File: src/rrts_pkg.sv
// Shared types and codes for the round-robin task scheduler.
package rrts_pkg;

   // request types
   localparam logic [3:0] REQ_TICK     = 4'd0;
   localparam logic [3:0] REQ_YIELD    = 4'd1;
   localparam logic [3:0] REQ_PREEMPT  = 4'd2;
   localparam logic [3:0] REQ_BLOCK    = 4'd3;
   localparam logic [3:0] REQ_NET_WAKE = 4'd4;
   localparam logic [3:0] REQ_CREATE   = 4'd5;
   localparam logic [3:0] REQ_KILL     = 4'd6;
   localparam logic [3:0] REQ_EXIT     = 4'd7;
   localparam logic [3:0] REQ_SET_IDLE = 4'd8;

   // slot states
   localparam logic [2:0] SS_UNUSED  = 3'd0;
   localparam logic [2:0] SS_READY   = 3'd1;
   localparam logic [2:0] SS_RUNNING = 3'd2;
   localparam logic [2:0] SS_BLOCKED = 3'd3;
   localparam logic [2:0] SS_ZOMBIE  = 3'd4;

   // wait kinds
   localparam logic [1:0] WK_NONE  = 2'd0;
   localparam logic [1:0] WK_SLEEP = 2'd1;
   localparam logic [1:0] WK_NET   = 2'd2;

   // response status
   localparam logic [1:0] RS_OK        = 2'd0;
   localparam logic [1:0] RS_NOT_FOUND = 2'd1;
   localparam logic [1:0] RS_PROTECTED = 2'd2;

   // datapath operations
   localparam logic [4:0] OP_NONE     = 5'd0;
   localparam logic [4:0] OP_LOAD     = 5'd1;
   localparam logic [4:0] OP_WAKE     = 5'd2;
   localparam logic [4:0] OP_NET_WAKE = 5'd3;
   localparam logic [4:0] OP_PICK     = 5'd4;
   localparam logic [4:0] OP_CREATE   = 5'd5;
   localparam logic [4:0] OP_TICK_END = 5'd6;
   localparam logic [4:0] OP_Y_PREP   = 5'd7;
   localparam logic [4:0] OP_Y_END    = 5'd8;
   localparam logic [4:0] OP_BLOCK    = 5'd9;
   localparam logic [4:0] OP_B_END    = 5'd10;
   localparam logic [4:0] OP_NET_END  = 5'd11;
   localparam logic [4:0] OP_KILL     = 5'd12;
   localparam logic [4:0] OP_EXIT     = 5'd13;
   localparam logic [4:0] OP_X_END    = 5'd14;
   localparam logic [4:0] OP_SET_IDLE = 5'd15;
   localparam logic [4:0] OP_FINISH   = 5'd16;

   typedef struct packed {
      logic [4:0] op;
   } cmd_type;

   typedef struct packed {
      logic scan_last;
      logic create_hit;
      logic expired;
      logic kill_exit;
      logic preempt_ok;
      logic out_free;
   } stat_type;

endpackage

File: src/rrts_dp.sv
// Scheduler datapath: slot table, scan counter, pick tracking and response register.
module rrts_dp #(
   parameter int SLOTS = 16
) (
   input  logic                clock,
   input  logic                reset,
   input  rrts_pkg::cmd_type   cmd,
   output rrts_pkg::stat_type  stat,
   input  logic [3:0]          req_type,
   input  logic [31:0]         req_now_ms,
   input  logic [3:0]          req_target_slot,
   input  logic [31:0]         req_deadline_ms,
   input  logic [1:0]          req_block_reason,
   input  logic                csr_wr_en,
   input  logic [15:0]         csr_wr_data,
   output logic                rsp_valid,
   input  logic                rsp_ready,
   output logic [1:0]          rsp_status,
   output logic                rsp_switched,
   output logic [3:0]          rsp_running_slot,
   output logic [3:0]          rsp_created_slot,
   output logic                rsp_resched_flag
);
   import rrts_pkg::*;

   localparam int IW = $clog2(SLOTS);

   logic [2:0]    st_ff   [SLOTS];
   logic          idle_ff [SLOTS];
   logic [31:0]   dl_ff   [SLOTS];
   logic [1:0]    wk_ff   [SLOTS];

   logic [IW-1:0] cur_ff, cur_in, cnt_ff, cnt_in;
   logic [15:0]   slice_ff, slice_in, ticks_ff;
   logic          resched_ff, resched_in, woke_ff, woke_in;
   logic          fnd_ff, fnd_in, ipk_ff, ipk_in;
   logic [IW-1:0] fnd_slot_ff, fnd_slot_in, ipk_slot_ff, ipk_slot_in;
   logic [31:0]   now_ff, rdl_ff;
   logic [3:0]    tgt_ff;
   logic [1:0]    rsn_ff;
   logic [IW-1:0] before_ff, before_in, created_ff, created_in;
   logic [1:0]    code_ff, code_in;
   logic          rsp_valid_ff;
   logic [1:0]    o_status_ff;
   logic          o_switched_ff, o_resched_ff;
   logic [3:0]    o_running_ff, o_created_ff;

   logic [IW:0]   psum;
   logic [IW-1:0] paddr, pk_slot, tgt_ix, addr, ix;
   logic          pk_valid, tgt_oob;
   logic [2:0]    rs;
   logic          ri;
   logic [31:0]   rdl, wdiff, bdiff;
   logic [1:0]    rk, rsn_fix;
   logic          wake_due, expired, kill_exit;
   logic          e_we;
   logic [2:0]    e_st;
   logic          e_idle;
   logic [31:0]   e_dl;
   logic [1:0]    e_wk;

   // pick scan walks from the slot after the current one, wrapping
   assign psum  = {1'b0, cur_ff} + {1'b0, cnt_ff} + (IW+1)'(1);
   assign paddr = (psum >= (IW+1)'(SLOTS)) ? IW'(psum - (IW+1)'(SLOTS)) : psum[IW-1:0];

   assign pk_valid = fnd_ff | ipk_ff;
   assign pk_slot  = fnd_ff ? fnd_slot_ff : ipk_slot_ff;
   assign tgt_oob  = {28'd0, tgt_ff} >= 32'(SLOTS);
   assign tgt_ix   = IW'(tgt_ff);

   always_comb begin
      case (cmd.op)
         OP_WAKE, OP_NET_WAKE, OP_CREATE: addr = cnt_ff;
         OP_PICK:                          addr = paddr;
         OP_Y_END, OP_B_END:               addr = (pk_valid && pk_slot != cur_ff) ? pk_slot : cur_ff;
         OP_X_END:                         addr = pk_valid ? pk_slot : '0;
         OP_KILL, OP_SET_IDLE:             addr = tgt_ix;
         default:                          addr = cur_ff;
      endcase
   end

   assign ix  = ({{(32-IW){1'b0}}, addr} < 32'(SLOTS)) ? addr : '0;
   assign rs  = st_ff[ix];
   assign ri  = idle_ff[ix];
   assign rdl = dl_ff[ix];
   assign rk  = wk_ff[ix];

   assign wdiff    = now_ff - rdl;
   assign wake_due = (rs == SS_BLOCKED) && (rdl != 32'd0) && !wdiff[31];
   assign bdiff    = now_ff - rdl_ff;
   assign expired  = (rdl_ff != 32'd0) && !bdiff[31];
   assign rsn_fix  = (rsn_ff == WK_SLEEP || rsn_ff == WK_NET) ? rsn_ff : WK_SLEEP;
   assign kill_exit = !tgt_oob && rs != SS_UNUSED && tgt_ff != 4'd0 && !ri
                      && rs != SS_ZOMBIE && tgt_ix == cur_ff;

   always_comb begin
      cur_in      = cur_ff;
      cnt_in      = '0;
      slice_in    = slice_ff;
      resched_in  = resched_ff;
      woke_in     = woke_ff;
      fnd_in      = fnd_ff;
      fnd_slot_in = fnd_slot_ff;
      ipk_in      = ipk_ff;
      ipk_slot_in = ipk_slot_ff;
      before_in   = before_ff;
      created_in  = created_ff;
      code_in     = code_ff;
      e_we        = 1'b0;
      e_st        = rs;
      e_idle      = ri;
      e_dl        = rdl;
      e_wk        = rk;
      case (cmd.op)
         OP_LOAD: begin
            before_in  = cur_ff;
            woke_in    = 1'b0;
            fnd_in     = 1'b0;
            ipk_in     = 1'b0;
            created_in = '0;
            code_in    = (req_type == REQ_CREATE) ? RS_NOT_FOUND : RS_OK;
         end
         OP_WAKE, OP_NET_WAKE: begin
            cnt_in = cnt_ff + IW'(1);
            if ((cmd.op == OP_WAKE && wake_due) ||
                (cmd.op == OP_NET_WAKE && rs == SS_BLOCKED && rk == WK_NET)) begin
               e_we = 1'b1;
               e_st = SS_READY;
               e_dl = 32'd0;
               e_wk = WK_NONE;
               if (addr == cur_ff) woke_in = 1'b1;
            end
         end
         OP_PICK: begin
            cnt_in = cnt_ff + IW'(1);
            if (rs == SS_READY) begin
               if (!ri && !fnd_in) begin
                  fnd_in      = 1'b1;
                  fnd_slot_in = addr;
               end
               if (ri && !ipk_ff) begin
                  ipk_in      = 1'b1;
                  ipk_slot_in = addr;
               end
            end
         end
         OP_CREATE: begin
            cnt_in = cnt_ff + IW'(1);
            // a zombie is reclaimed and then taken at once
            if (rs == SS_ZOMBIE || rs == SS_UNUSED) begin
               e_we       = 1'b1;
               e_st       = SS_READY;
               e_idle     = 1'b0;
               e_dl       = 32'd0;
               e_wk       = WK_NONE;
               created_in = addr;
               code_in    = RS_OK;
            end
         end
         OP_TICK_END: begin
            if (woke_ff) begin
               e_we       = 1'b1;
               e_st       = SS_RUNNING;
               e_wk       = WK_NONE;
               slice_in   = ticks_ff;
               resched_in = 1'b0;
            end else if (slice_ff <= 16'd1) begin
               resched_in = 1'b1;
               slice_in   = ticks_ff;
            end else begin
               slice_in = slice_ff - 16'd1;
            end
         end
         OP_Y_PREP: begin
            if (woke_ff) begin
               slice_in   = ticks_ff;
               resched_in = 1'b0;
            end
            if (woke_ff || rs == SS_RUNNING) begin
               e_we = 1'b1;
               e_st = SS_READY;
               e_wk = woke_ff ? WK_NONE : rk;
            end
         end
         OP_Y_END: begin
            resched_in = 1'b0;
            if (pk_valid && pk_slot != cur_ff) begin
               e_we     = 1'b1;
               e_st     = SS_RUNNING;
               cur_in   = pk_slot;
               slice_in = ticks_ff;
            end else if (rs == SS_READY) begin
               e_we = 1'b1;
               e_st = SS_RUNNING;
            end
         end
         OP_BLOCK: begin
            if (!expired) begin
               e_we = 1'b1;
               e_st = SS_BLOCKED;
               e_wk = rsn_fix;
               e_dl = (rdl_ff != 32'd0) ? rdl_ff : 32'd1;
            end
         end
         OP_B_END: begin
            if (pk_valid) begin
               e_we       = 1'b1;
               e_st       = SS_RUNNING;
               cur_in     = pk_slot;
               slice_in   = ticks_ff;
               resched_in = 1'b0;
            end
         end
         OP_NET_END: begin
            if (woke_ff) begin
               e_we       = 1'b1;
               e_st       = SS_RUNNING;
               e_wk       = WK_NONE;
               slice_in   = ticks_ff;
               resched_in = 1'b0;
            end
         end
         OP_KILL: begin
            if (tgt_oob || rs == SS_UNUSED) begin
               code_in = RS_NOT_FOUND;
            end else if (tgt_ff == 4'd0 || ri) begin
               code_in = RS_PROTECTED;
            end else if (rs != SS_ZOMBIE && tgt_ix != cur_ff) begin
               e_we = 1'b1;
               e_st = SS_ZOMBIE;
               e_dl = 32'd0;
               e_wk = WK_NONE;
            end
         end
         OP_EXIT: begin
            e_we = 1'b1;
            e_st = SS_ZOMBIE;
            e_dl = 32'd0;
            e_wk = WK_NONE;
         end
         OP_X_END: begin
            e_we     = 1'b1;
            e_st     = SS_RUNNING;
            cur_in   = addr;
            slice_in = ticks_ff;
         end
         OP_SET_IDLE: begin
            if (tgt_oob || rs == SS_UNUSED) begin
               code_in = RS_NOT_FOUND;
            end else begin
               e_we   = 1'b1;
               e_idle = 1'b1;
            end
         end
         default: begin
         end
      endcase
   end

   always_ff @(posedge clock) begin
      if (reset) begin
         for (int i = 0; i < SLOTS; i++) begin
            st_ff[i]   <= (i == 0) ? SS_RUNNING : SS_UNUSED;
            idle_ff[i] <= 1'b0;
         end
         cur_ff       <= '0;
         cnt_ff       <= '0;
         slice_ff     <= 16'd10;
         ticks_ff     <= 16'd10;
         resched_ff   <= 1'b0;
         woke_ff      <= 1'b0;
         fnd_ff       <= 1'b0;
         ipk_ff       <= 1'b0;
         rsp_valid_ff <= 1'b0;
      end else begin
         if (e_we) begin
            st_ff[ix]   <= e_st;
            idle_ff[ix] <= e_idle;
         end
         cur_ff     <= cur_in;
         cnt_ff     <= cnt_in;
         slice_ff   <= slice_in;
         resched_ff <= resched_in;
         woke_ff    <= woke_in;
         fnd_ff     <= fnd_in;
         ipk_ff     <= ipk_in;
         if (csr_wr_en) ticks_ff <= csr_wr_data;
         if (cmd.op == OP_FINISH) begin
            rsp_valid_ff <= 1'b1;
         end else if (rsp_ready) begin
            rsp_valid_ff <= 1'b0;
         end
      end
   end

   always_ff @(posedge clock) begin
      if (e_we) begin
         dl_ff[ix] <= e_dl;
         wk_ff[ix] <= e_wk;
      end
      fnd_slot_ff <= fnd_slot_in;
      ipk_slot_ff <= ipk_slot_in;
      before_ff   <= before_in;
      created_ff  <= created_in;
      code_ff     <= code_in;
      if (cmd.op == OP_LOAD) begin
         now_ff <= req_now_ms;
         rdl_ff <= req_deadline_ms;
         tgt_ff <= req_target_slot;
         rsn_ff <= req_block_reason;
      end
      if (cmd.op == OP_FINISH) begin
         o_status_ff   <= code_ff;
         o_switched_ff <= cur_ff != before_ff;
         o_running_ff  <= 4'(cur_ff);
         o_created_ff  <= 4'(created_ff);
         o_resched_ff  <= resched_ff;
      end
   end

   assign stat.scan_last  = cnt_ff == IW'(SLOTS - 1);
   assign stat.create_hit = rs == SS_ZOMBIE || rs == SS_UNUSED;
   assign stat.expired    = expired;
   assign stat.kill_exit  = kill_exit;
   assign stat.preempt_ok = resched_ff && rs == SS_RUNNING;
   assign stat.out_free   = !rsp_valid_ff || rsp_ready;

   assign rsp_valid        = rsp_valid_ff;
   assign rsp_status       = o_status_ff;
   assign rsp_switched     = o_switched_ff;
   assign rsp_running_slot = o_running_ff;
   assign rsp_created_slot = o_created_ff;
   assign rsp_resched_flag = o_resched_ff;

endmodule

File: src/rrts_ctrl.sv
// Scheduler controller: sequences the slot scans and single-slot steps of a request.
module rrts_ctrl (
   input  logic               clock,
   input  logic               reset,
   input  logic               req_valid,
   output logic               req_ready,
   input  logic [3:0]         req_type,
   input  rrts_pkg::stat_type stat,
   output rrts_pkg::cmd_type  cmd
);
   import rrts_pkg::*;

   localparam logic [4:0] S_IDLE     = 5'd0;
   localparam logic [4:0] S_CHECK    = 5'd1;
   localparam logic [4:0] S_WAKE     = 5'd2;
   localparam logic [4:0] S_TICK_END = 5'd3;
   localparam logic [4:0] S_Y_PREP   = 5'd4;
   localparam logic [4:0] S_PICK     = 5'd5;
   localparam logic [4:0] S_Y_END    = 5'd6;
   localparam logic [4:0] S_BLOCK    = 5'd7;
   localparam logic [4:0] S_B_END    = 5'd8;
   localparam logic [4:0] S_NET      = 5'd9;
   localparam logic [4:0] S_NET_END  = 5'd10;
   localparam logic [4:0] S_CREATE   = 5'd11;
   localparam logic [4:0] S_KILL     = 5'd12;
   localparam logic [4:0] S_EXIT     = 5'd13;
   localparam logic [4:0] S_X_END    = 5'd14;
   localparam logic [4:0] S_SET_IDLE = 5'd15;
   localparam logic [4:0] S_FIN      = 5'd16;

   logic [4:0] state_ff, state_in;
   logic [3:0] kind_ff, kind_in;

   assign req_ready = state_ff == S_IDLE;

   always_comb begin
      state_in = state_ff;
      kind_in  = kind_ff;
      cmd.op   = OP_NONE;
      case (state_ff)
         S_IDLE: begin
            if (req_valid) begin
               cmd.op  = OP_LOAD;
               kind_in = req_type;
               case (req_type)
                  REQ_TICK, REQ_YIELD: state_in = S_WAKE;
                  REQ_PREEMPT:         state_in = S_CHECK;
                  REQ_BLOCK:           state_in = S_BLOCK;
                  REQ_NET_WAKE:        state_in = S_NET;
                  REQ_CREATE:          state_in = S_CREATE;
                  REQ_KILL:            state_in = S_KILL;
                  REQ_EXIT:            state_in = S_EXIT;
                  REQ_SET_IDLE:        state_in = S_SET_IDLE;
                  default:             state_in = S_FIN;
               endcase
            end
         end
         S_CHECK:    state_in = stat.preempt_ok ? S_WAKE : S_FIN;
         S_WAKE: begin
            cmd.op = OP_WAKE;
            if (stat.scan_last) state_in = (kind_ff == REQ_TICK) ? S_TICK_END : S_Y_PREP;
         end
         S_TICK_END: begin
            cmd.op   = OP_TICK_END;
            state_in = S_FIN;
         end
         S_Y_PREP: begin
            cmd.op   = OP_Y_PREP;
            state_in = S_PICK;
         end
         S_PICK: begin
            cmd.op = OP_PICK;
            if (stat.scan_last) begin
               case (kind_ff)
                  REQ_BLOCK:          state_in = S_B_END;
                  REQ_EXIT, REQ_KILL: state_in = S_X_END;
                  default:            state_in = S_Y_END;
               endcase
            end
         end
         S_Y_END: begin
            cmd.op   = OP_Y_END;
            state_in = S_FIN;
         end
         S_BLOCK: begin
            cmd.op   = OP_BLOCK;
            state_in = stat.expired ? S_FIN : S_PICK;
         end
         S_B_END: begin
            cmd.op   = OP_B_END;
            state_in = S_FIN;
         end
         S_NET: begin
            cmd.op = OP_NET_WAKE;
            if (stat.scan_last) state_in = S_NET_END;
         end
         S_NET_END: begin
            cmd.op   = OP_NET_END;
            state_in = S_FIN;
         end
         S_CREATE: begin
            cmd.op = OP_CREATE;
            if (stat.create_hit || stat.scan_last) state_in = S_FIN;
         end
         S_KILL: begin
            cmd.op   = OP_KILL;
            // killing the running task goes down the exit path
            state_in = stat.kill_exit ? S_EXIT : S_FIN;
         end
         S_EXIT: begin
            cmd.op   = OP_EXIT;
            state_in = S_PICK;
         end
         S_X_END: begin
            cmd.op   = OP_X_END;
            state_in = S_FIN;
         end
         S_SET_IDLE: begin
            cmd.op   = OP_SET_IDLE;
            state_in = S_FIN;
         end
         S_FIN: begin
            if (stat.out_free) begin
               cmd.op   = OP_FINISH;
               state_in = S_IDLE;
            end
         end
         default: state_in = S_IDLE;
      endcase
   end

   always_ff @(posedge clock) begin
      if (reset) begin
         state_ff <= S_IDLE;
         kind_ff  <= REQ_TICK;
      end else begin
         state_ff <= state_in;
         kind_ff  <= kind_in;
      end
   end

endmodule

File: src/round_robin_task_scheduler.sv
// Round-robin task scheduler top level: controller, datapath and checks.
// One request at a time; each slot scan walks the slots through the single table port.
// Tick runs a wake scan and tick end; yield adds a prep step, a pick scan and the yield end;
// preempt checks resched first; block/exit run a pick scan; create scans for a free slot.
// A finished response waits in the output register while the next request is taken.
// Synchronous reset: slot 0 running, others unused, slice of 10 ticks, no reschedule.
module round_robin_task_scheduler #(
   parameter int SLOTS = 16
) (
   input  logic        clock,
   input  logic        reset,
   input  logic        req_valid,
   output logic        req_ready,
   input  logic [3:0]  req_type,
   input  logic [31:0] req_now_ms,
   input  logic [3:0]  req_target_slot,
   input  logic [31:0] req_deadline_ms,
   input  logic [1:0]  req_block_reason,
   output logic        rsp_valid,
   input  logic        rsp_ready,
   output logic [1:0]  rsp_status,
   output logic        rsp_switched,
   output logic [3:0]  rsp_running_slot,
   output logic [3:0]  rsp_created_slot,
   output logic        rsp_resched_flag,
   input  logic        csr_wr_en,
   input  logic [15:0] csr_wr_data
);
   import rrts_pkg::*;

   cmd_type  cmd;
   stat_type stat;

   rrts_ctrl u_ctrl (
      .clock     (clock),
      .reset     (reset),
      .req_valid (req_valid),
      .req_ready (req_ready),
      .req_type  (req_type),
      .stat      (stat),
      .cmd       (cmd)
   );

   rrts_dp #(.SLOTS(SLOTS)) u_dp (
      .clock            (clock),
      .reset            (reset),
      .cmd              (cmd),
      .stat             (stat),
      .req_type         (req_type),
      .req_now_ms       (req_now_ms),
      .req_target_slot  (req_target_slot),
      .req_deadline_ms  (req_deadline_ms),
      .req_block_reason (req_block_reason),
      .csr_wr_en        (csr_wr_en),
      .csr_wr_data      (csr_wr_data),
      .rsp_valid        (rsp_valid),
      .rsp_ready        (rsp_ready),
      .rsp_status       (rsp_status),
      .rsp_switched     (rsp_switched),
      .rsp_running_slot (rsp_running_slot),
      .rsp_created_slot (rsp_created_slot),
      .rsp_resched_flag (rsp_resched_flag)
   );

   // only one request in flight
   a_one_request: assert property (@(posedge clock) disable iff (reset)
      req_valid && req_ready |=> !req_ready)
      else $error("request taken while another is in flight");

   a_finish_shows: assert property (@(posedge clock) disable iff (reset)
      cmd.op == OP_FINISH |=> rsp_valid)
      else $error("finished request not presented");

   a_finish_free: assert property (@(posedge clock) disable iff (reset)
      cmd.op == OP_FINISH |-> stat.out_free)
      else $error("response register overwritten");

endmodule
File: config.mk
export PLATFORM = sky130hd
export DESIGN_NAME = round_robin_task_scheduler
export DESIGN_NICKNAME = d
export VERILOG_FILES = /design/src/rrts_pkg.sv /design/src/rrts_dp.sv /design/src/rrts_ctrl.sv /design/src/round_robin_task_scheduler.sv
export SDC_FILE = /design/constraint.sdc
export NUM_CORES = 1
export LEC_CHECK = 0
export BUFFER_PORTS_ARGS = -buffer_cell sky130_fd_sc_hd__buf_2
export CORE_AREA = 3 3 267 269
export CTS_BUF_LIST = sky130_fd_sc_hd__clkbuf_8 sky130_fd_sc_hd__clkbuf_16
export DETAILED_ROUTE_END_ITERATION = 10
export DIE_AREA = 0 0 270 272
export MAX_ROUTING_LAYER = met4
export PLACE_DENSITY = 0.72
export SKIP_LAST_GASP = 1
export SYNTH_ARGS = -nofsm -noshare
export SYNTH_HDL_FRONTEND = slang
export SYNTH_HIERARCHICAL = 1
export SYNTH_SLANG_ARGS = --single-unit
export TNS_END_PERCENT = 20
File: constraint.sdc
create_clock -name clock -period 13.9 [get_ports clock]
set_input_delay 2.78 -clock clock [delete_from_list [all_inputs] [get_ports clock]]
set_output_delay 2.78 -clock clock [all_outputs]
set_load 0.03 [all_outputs]
After elaboration in Yosys (flattened, before gate mapping)
Memories as Yosys holds them, arrays and structs flattened.
Cells that the tools add are included.

operators by class
  add/sub/neg operators = 7
  $lt $le $gt $ge = 2
  equal/unequal tests = 68
  mux-type cells = 110
  bitwise operators = 2
  reductions and logical operators = 70

operator list
  kind                                                                                number
  32-bit 2-to-1 mux                                                                   7
  32-bit case mux with 5 select lines                                                 1
  5-bit by 4-bit == test with 1-bit output (second input constant)                    16
  16-bit 2-to-1 mux                                                                   5
  16-bit case mux with 5 select lines                                                 1
  5-bit case mux with 16 select lines                                                 1
  32-bit nonzero test                                                                 2
  32-bit subtractor                                                                   2
  5-bit case mux with 11 select lines                                                 1
  5-bit 2-to-1 mux                                                                    10
  5-bit by 3-bit == test with 1-bit output (second input constant)                    8
  3-bit 2-to-1 mux                                                                    13
  1-bit 2-to-1 mux                                                                    37
  4-bit 2-to-1 mux                                                                    8
  3-bit case mux with 10 select lines                                                 1
  2-bit 2-to-1 mux                                                                    13
  2-bit by 1-bit inequality test with 1-bit output (second input constant)            13
  5-bit by 2-bit == test with 1-bit output (second input constant)                    4
  4-bit case mux with 5 select lines                                                  1
  2-bit OR reduction                                                                  9
  16-bit by 1-bit less-or-equal comparator with 1-bit output (second input constant)  1
  4-bit case mux with 2 select lines                                                  2
  16-bit by 1-bit subtractor with 16-bit output (second input constant)               1
  1-bit logical AND                                                                   15
  45 further kinds                                                                    87

word-level totals
  bits in registers = 154
  bits in writable memories = 608
  bits in read-only memories = 80
  input port bits = 95
  memories = 5

memories
  memory            words  bits a word  rd ports  clocked after Yosys merged registers in  wr ports  RTL line         RTL
  u_dp.dl_ff        16     32           1         0                                        1         rrts_dp.sv:30    logic [31:0] dl_ff [SLOTS];
  (name not given)  16     5            1         0                                        0         rrts_ctrl.sv:45  case (req_type)
  u_dp.st_ff        16     3            1         0                                        16        rrts_dp.sv:28    logic [2:0] st_ff [SLOTS];
  u_dp.wk_ff        16     2            1         0                                        1         rrts_dp.sv:31    logic [1:0] wk_ff [SLOTS];
  u_dp.idle_ff      16     1            1         0                                        16        rrts_dp.sv:29    logic idle_ff [SLOTS];

Depth between registers and ports, before layout
An unclocked memory read counts as a cell.

  depth after elaboration = 20
  depth in mapped cells = 35
  gate-level depth less buffers = 28

Cells and area by module
The synthesis kept the hierarchy.

modules (own cells, without submodules)
  module     times used  cells an instance  area an instance (um^2)  seq. area each (um^2)
  rrts_dp    1           2,266              33,530.9                 22,161.3
  rrts_ctrl  1           121                852.1                    180.2

Least setup slack after synthesis
Ideal clock, no wire load.

  path kind = in2reg
  start point = in req_valid
  end point = mem u_dp.dl_ff[10][0], enable pin
  library setup time = 0.468 ns
  arrival = 11.461 ns
  required time = 13.432 ns
  setup slack = 1.971 ns
  stages on the path = 29
  buffers on the path = 9
  cells stage by stage = clkbuf_1 o211ai_1 a31oi_1 xnor2_1 and3_1 a221o_2 nor3_4 buf_6 buf_6 buf_4 buf_4 buf_4 buf_1 mux4_2 a21oi_1 ha_1 a21o_1 a21oi_1 o21ai_0 a211oi_1 o221a_2 nand2b_1 mux2_4 and2_1 o31ai_2 nor2_1 buf_2 buf_2 nor3_1

RTL lines
  item         RTL line                          RTL
  from (decl)  round_robin_task_scheduler.sv:12  input logic req_valid,
  to (decl)    rrts_dp.sv:30

==> summary.md <==
| Metric | Value |
|---|---|
| Clock power share | `19.4%` |
| Post-synth top area share | `61.8%` |
| Worst Skew | `0.0247 ns` |
| Dpl cells | `3,333` |
| Pin slew with the least headroom to its limit | `1.46 ns` |
| Setup bufs post-CTS | `0` |
| CP Class | `primary input to register` |
| First-pass GRT wire length | `141 mm` |
| Worst hold path endpoint | `u_dp/rsp_created_slot[2]` |
| Synthesized instance count | `2,387` |
| Sw power | `0.00432 W` |
| Hold Path Class | `register to register` |
| Tcrit/Tclk final | `83.3%` |
| Initial DRC count | `2,527` |
| Gp weighted congestion | `0.936` |
| Port Buffers | `108` |
| Fin area | `38,300 sq um` |
| CTS Buffer Depth | `3` |
| Synth Area per Inst | `14.4 sq um` |
| Nets@finish | `2,643` |
| CTS buffer count | `78` |
| Required @ worst endpoint | `14.06 ns` |
| Synthesized area | `34,400 sq um` |
| Seq pwr share | `37.2%` |
| Worst Setup Slack, final | `2.32 ns` |
| Post-synthesis sequential area ratio | `65.0%` |
| Worst hold start | `u_dp/created_ff[2]` |
| Area of the core | `68,800 sq um` |
| Row cnt | `96` |
| Minimum clock period | `11.58 ns` |
| Crit Reg-Reg Endpoint | `u_dp/dl_ff[4][11]` |
| Die area | `73,400 sq um` |
| Worst Path Buf+Inv | `4` |
| Post-synthesis register bit count | `762` |
| Critical path's slowest cell | `and3b_1` |
| Share of layout cells above drive strength 1 | `19.1%` |
| Post-place setup slack | `1.96 ns` |
| Final hold viol count | `0` |
| Ys async rst share | `0%` |
| Maxcap violations | `0` |
| DR WL/cell | `27.2 um` |
| Max Freq | `86.4 MHz` |
| Post-route ant nets | `0` |
| Post-synth EDFFs | `708` |
| Vias per std cell | `6.42` |
| Hold depth | `0` |
| Status | `completed` |
| Switching share of power | `41.4%` |
| Pin count of the biggest net entering global routing | `114` |
| CP dominant cell by count | `buf_4` |
| Initial Utilization | `50.0%` |
| DR vias | `22,300` |
| P_leak | `13.0 nW` |
| Final setup vio count | `0` |
| FF-to-FF Start | `u_ctrl/state_ff[1]` |
| TritonCTS clock tree | `yes` |
| FF-to-FF setup slack | `3.29 ns` |
| Startpoint types | `primary input` |
| Pwr Density | `273 nW/um^2` |
| H-tree depth | `3` |
| CP max FO | `66` |
| CP arrival | `11.74 ns` |
| Largest delay share family, worst path | `compound AO/OA/AOI/OAI gates` |
| Post-Route WL | `94.4 mm` |
| Synth Flop Type | `edfxtp_1` |
| Ports | `109` |
| Vias in the first global route | `22,000` |
| RSZ-0062 raised after global routing | `no` |
| Total gr overflow | `0` |
| Setup TNS | `0 ns` |
| Slew margin rel. | `2.56%` |
| Num Clock Sinks | `762` |
| DR pass1 iterations | `6` |
| Slowest cell delay on critical path | `1.19 ns` |
| Worst Reg2Reg Path Length in Cells | `25` |
| P_int | `0.00613 W` |
| Final Max Tran Viols | `0` |
| Post-CTS sizing | `0` |
| Worst-path clk slew | `0.06 ns` |
| Post-synth top cells | `708 x edfxtp_1, 194 x nand2_1, 158 x nand3_1` |
| DP Area | `35,900 sq um` |
| Height of the die | `272 um` |
| Total power | `0.0105 W` |
| ANT cells | `0` |
| DRC | `0` |
| Combinational group share of total power | `43.3%` |
| CTS Root Cell | `clkbuf_16` |
| Top post-synthesis cells by area | `edfxtp_1 62%, mux4_2 7.7%, dfxtp_1 3.1%, ha_1 2.4%, nand3_1 2.3%` |
| Layout Cells excl Fill | `3,470` |
| All-Layer GR Usage | `26.3%` |
| Hold buffers post-CTS | `0` |
| Syn_nets | `2,548` |
| HPWL after detailed placement | `60.9 mm` |
| Yosys warnings | `6` |
| Area leader, netlist | `edfxtp_1` |
| Crit path capture type | `register` |
| Synthesis-to-finish area growth | `11.4%` |
| Peak supply drop | `0.198 mV` |
| Most frequent cell after synthesis | `edfxtp_1` |
| Clk_lat worst skew | `0.63 ns` |
| Critical Path Stages | `25` |
| Die Span X | `270 um` |
| Library cells used by synthesis | `101` |
| Antenna violations before repair | `0` |
==> power groups by stage <==
stage / clock network [W] / logic [W] / registers, W
after CTS: 0.00206 / 0.00446 / 0.00389
after detailed placement: 0 / 0.00443 / 0.00393
final: 0.00203 / 0.00453 / 0.00389
after global routing: 0.00215 / 0.00487 / 0.00391
after global placement: 0 / 0.00430 / 0.00392
after floorplan: 0 / 0.00295 / 0.00385
==> stage by stage <==
step / utilization (%) / hold slack, ns
2_1_floorplan: - / 0.400
3_3_place_gp: 52.1 / 0.404
3_5_place_dp: 52.1 / 0.405
4_1_cts: 55.7 / 0.419
5_1_grt: 55.7 / 0.424
6_report: 55.7 / 0.419
==> registers in the layout, summed over array words and instances (netlist names), 5 cells and up <==
register	flops
u_dp/wk_ff	32
u_dp/slice_ff	16
u_ctrl/state_ff	5
u_dp/ticks_ff	16
u_dp/rdl_ff	32
u_dp/now_ff	32
u_dp/st_ff	48
u_dp/idle_ff	16
u_dp/dl_ff	512
==> layout by cell type, fill, tap and decap left out, types with 61 or more instances in the layout <==
cell and n:
edfxtp_1 708, nand2_1 194, nand3_1 158, nor2_1 131, mux4_2 117, buf_2 108, a21oi_1 98, clkbuf_16 78
inv_1 67, o21ai_0 67, ha_1 65, mux2i_1 61
==> kinds of logic after synthesis <==
family / after synthesis / synth area share, %
compound gates: 382 / 7.46
xor+xnor: 24 / 0.611
fa+ha+maj: 66 / 2.42
buf+inv: 202 / 2.86
flops: 762 / 65.0
mux: 188 / 9.87
simple gates: 763 / 11.8
==> layer usage <==
| layer | track usage (%) | wire (um) | vias up |
|---|---|---|---|
| met5 | - | 0 | - |
| met4 | 10.9 | 4340 | 0 |
| met3 | 4.40 | 7670 | 251 |
| met2 | 42.7 | 46500 | 1190 |
| met1 | 33.0 | 35900 | 11300 |
| li1 | - | - | 9578 |
==> final cells by class <==
| class | count | area, sq um |
|---|---|---|
| tap | 931 | 1160 |
| sequential | 762 | 22300 |
| clock buffer | 79 | 1970 |
| fill | 5393 | 30500 |
| inverter | 60 | 233 |
| multi-input combinational | 1423 | 11200 |
| clock inverter | 58 | 475 |
| timing repair buffer | 157 | 921 |
==> how the worst max path moves through the flow <==
| stage | start | to | slack [ns] |
|---|---|---|---|
| finish | req_valid | u_dp/dl_ff[4][11] | 2.32 |
| global route | req_valid | u_dp/dl_ff[3][11] | 1.82 |
| CTS | req_valid | u_dp/dl_ff[3][11] | 2.59 |
| detailed placement | req_valid | u_dp/dl_ff[15][11] | 1.96 |
| global placement | req_valid | u_dp/dl_ff[10][11] | 2.16 |
| floorplan | req_valid | u_dp/dl_ff[10][0] | 1.97 |
Note: power is estimated with default switching activity, not from simulation.
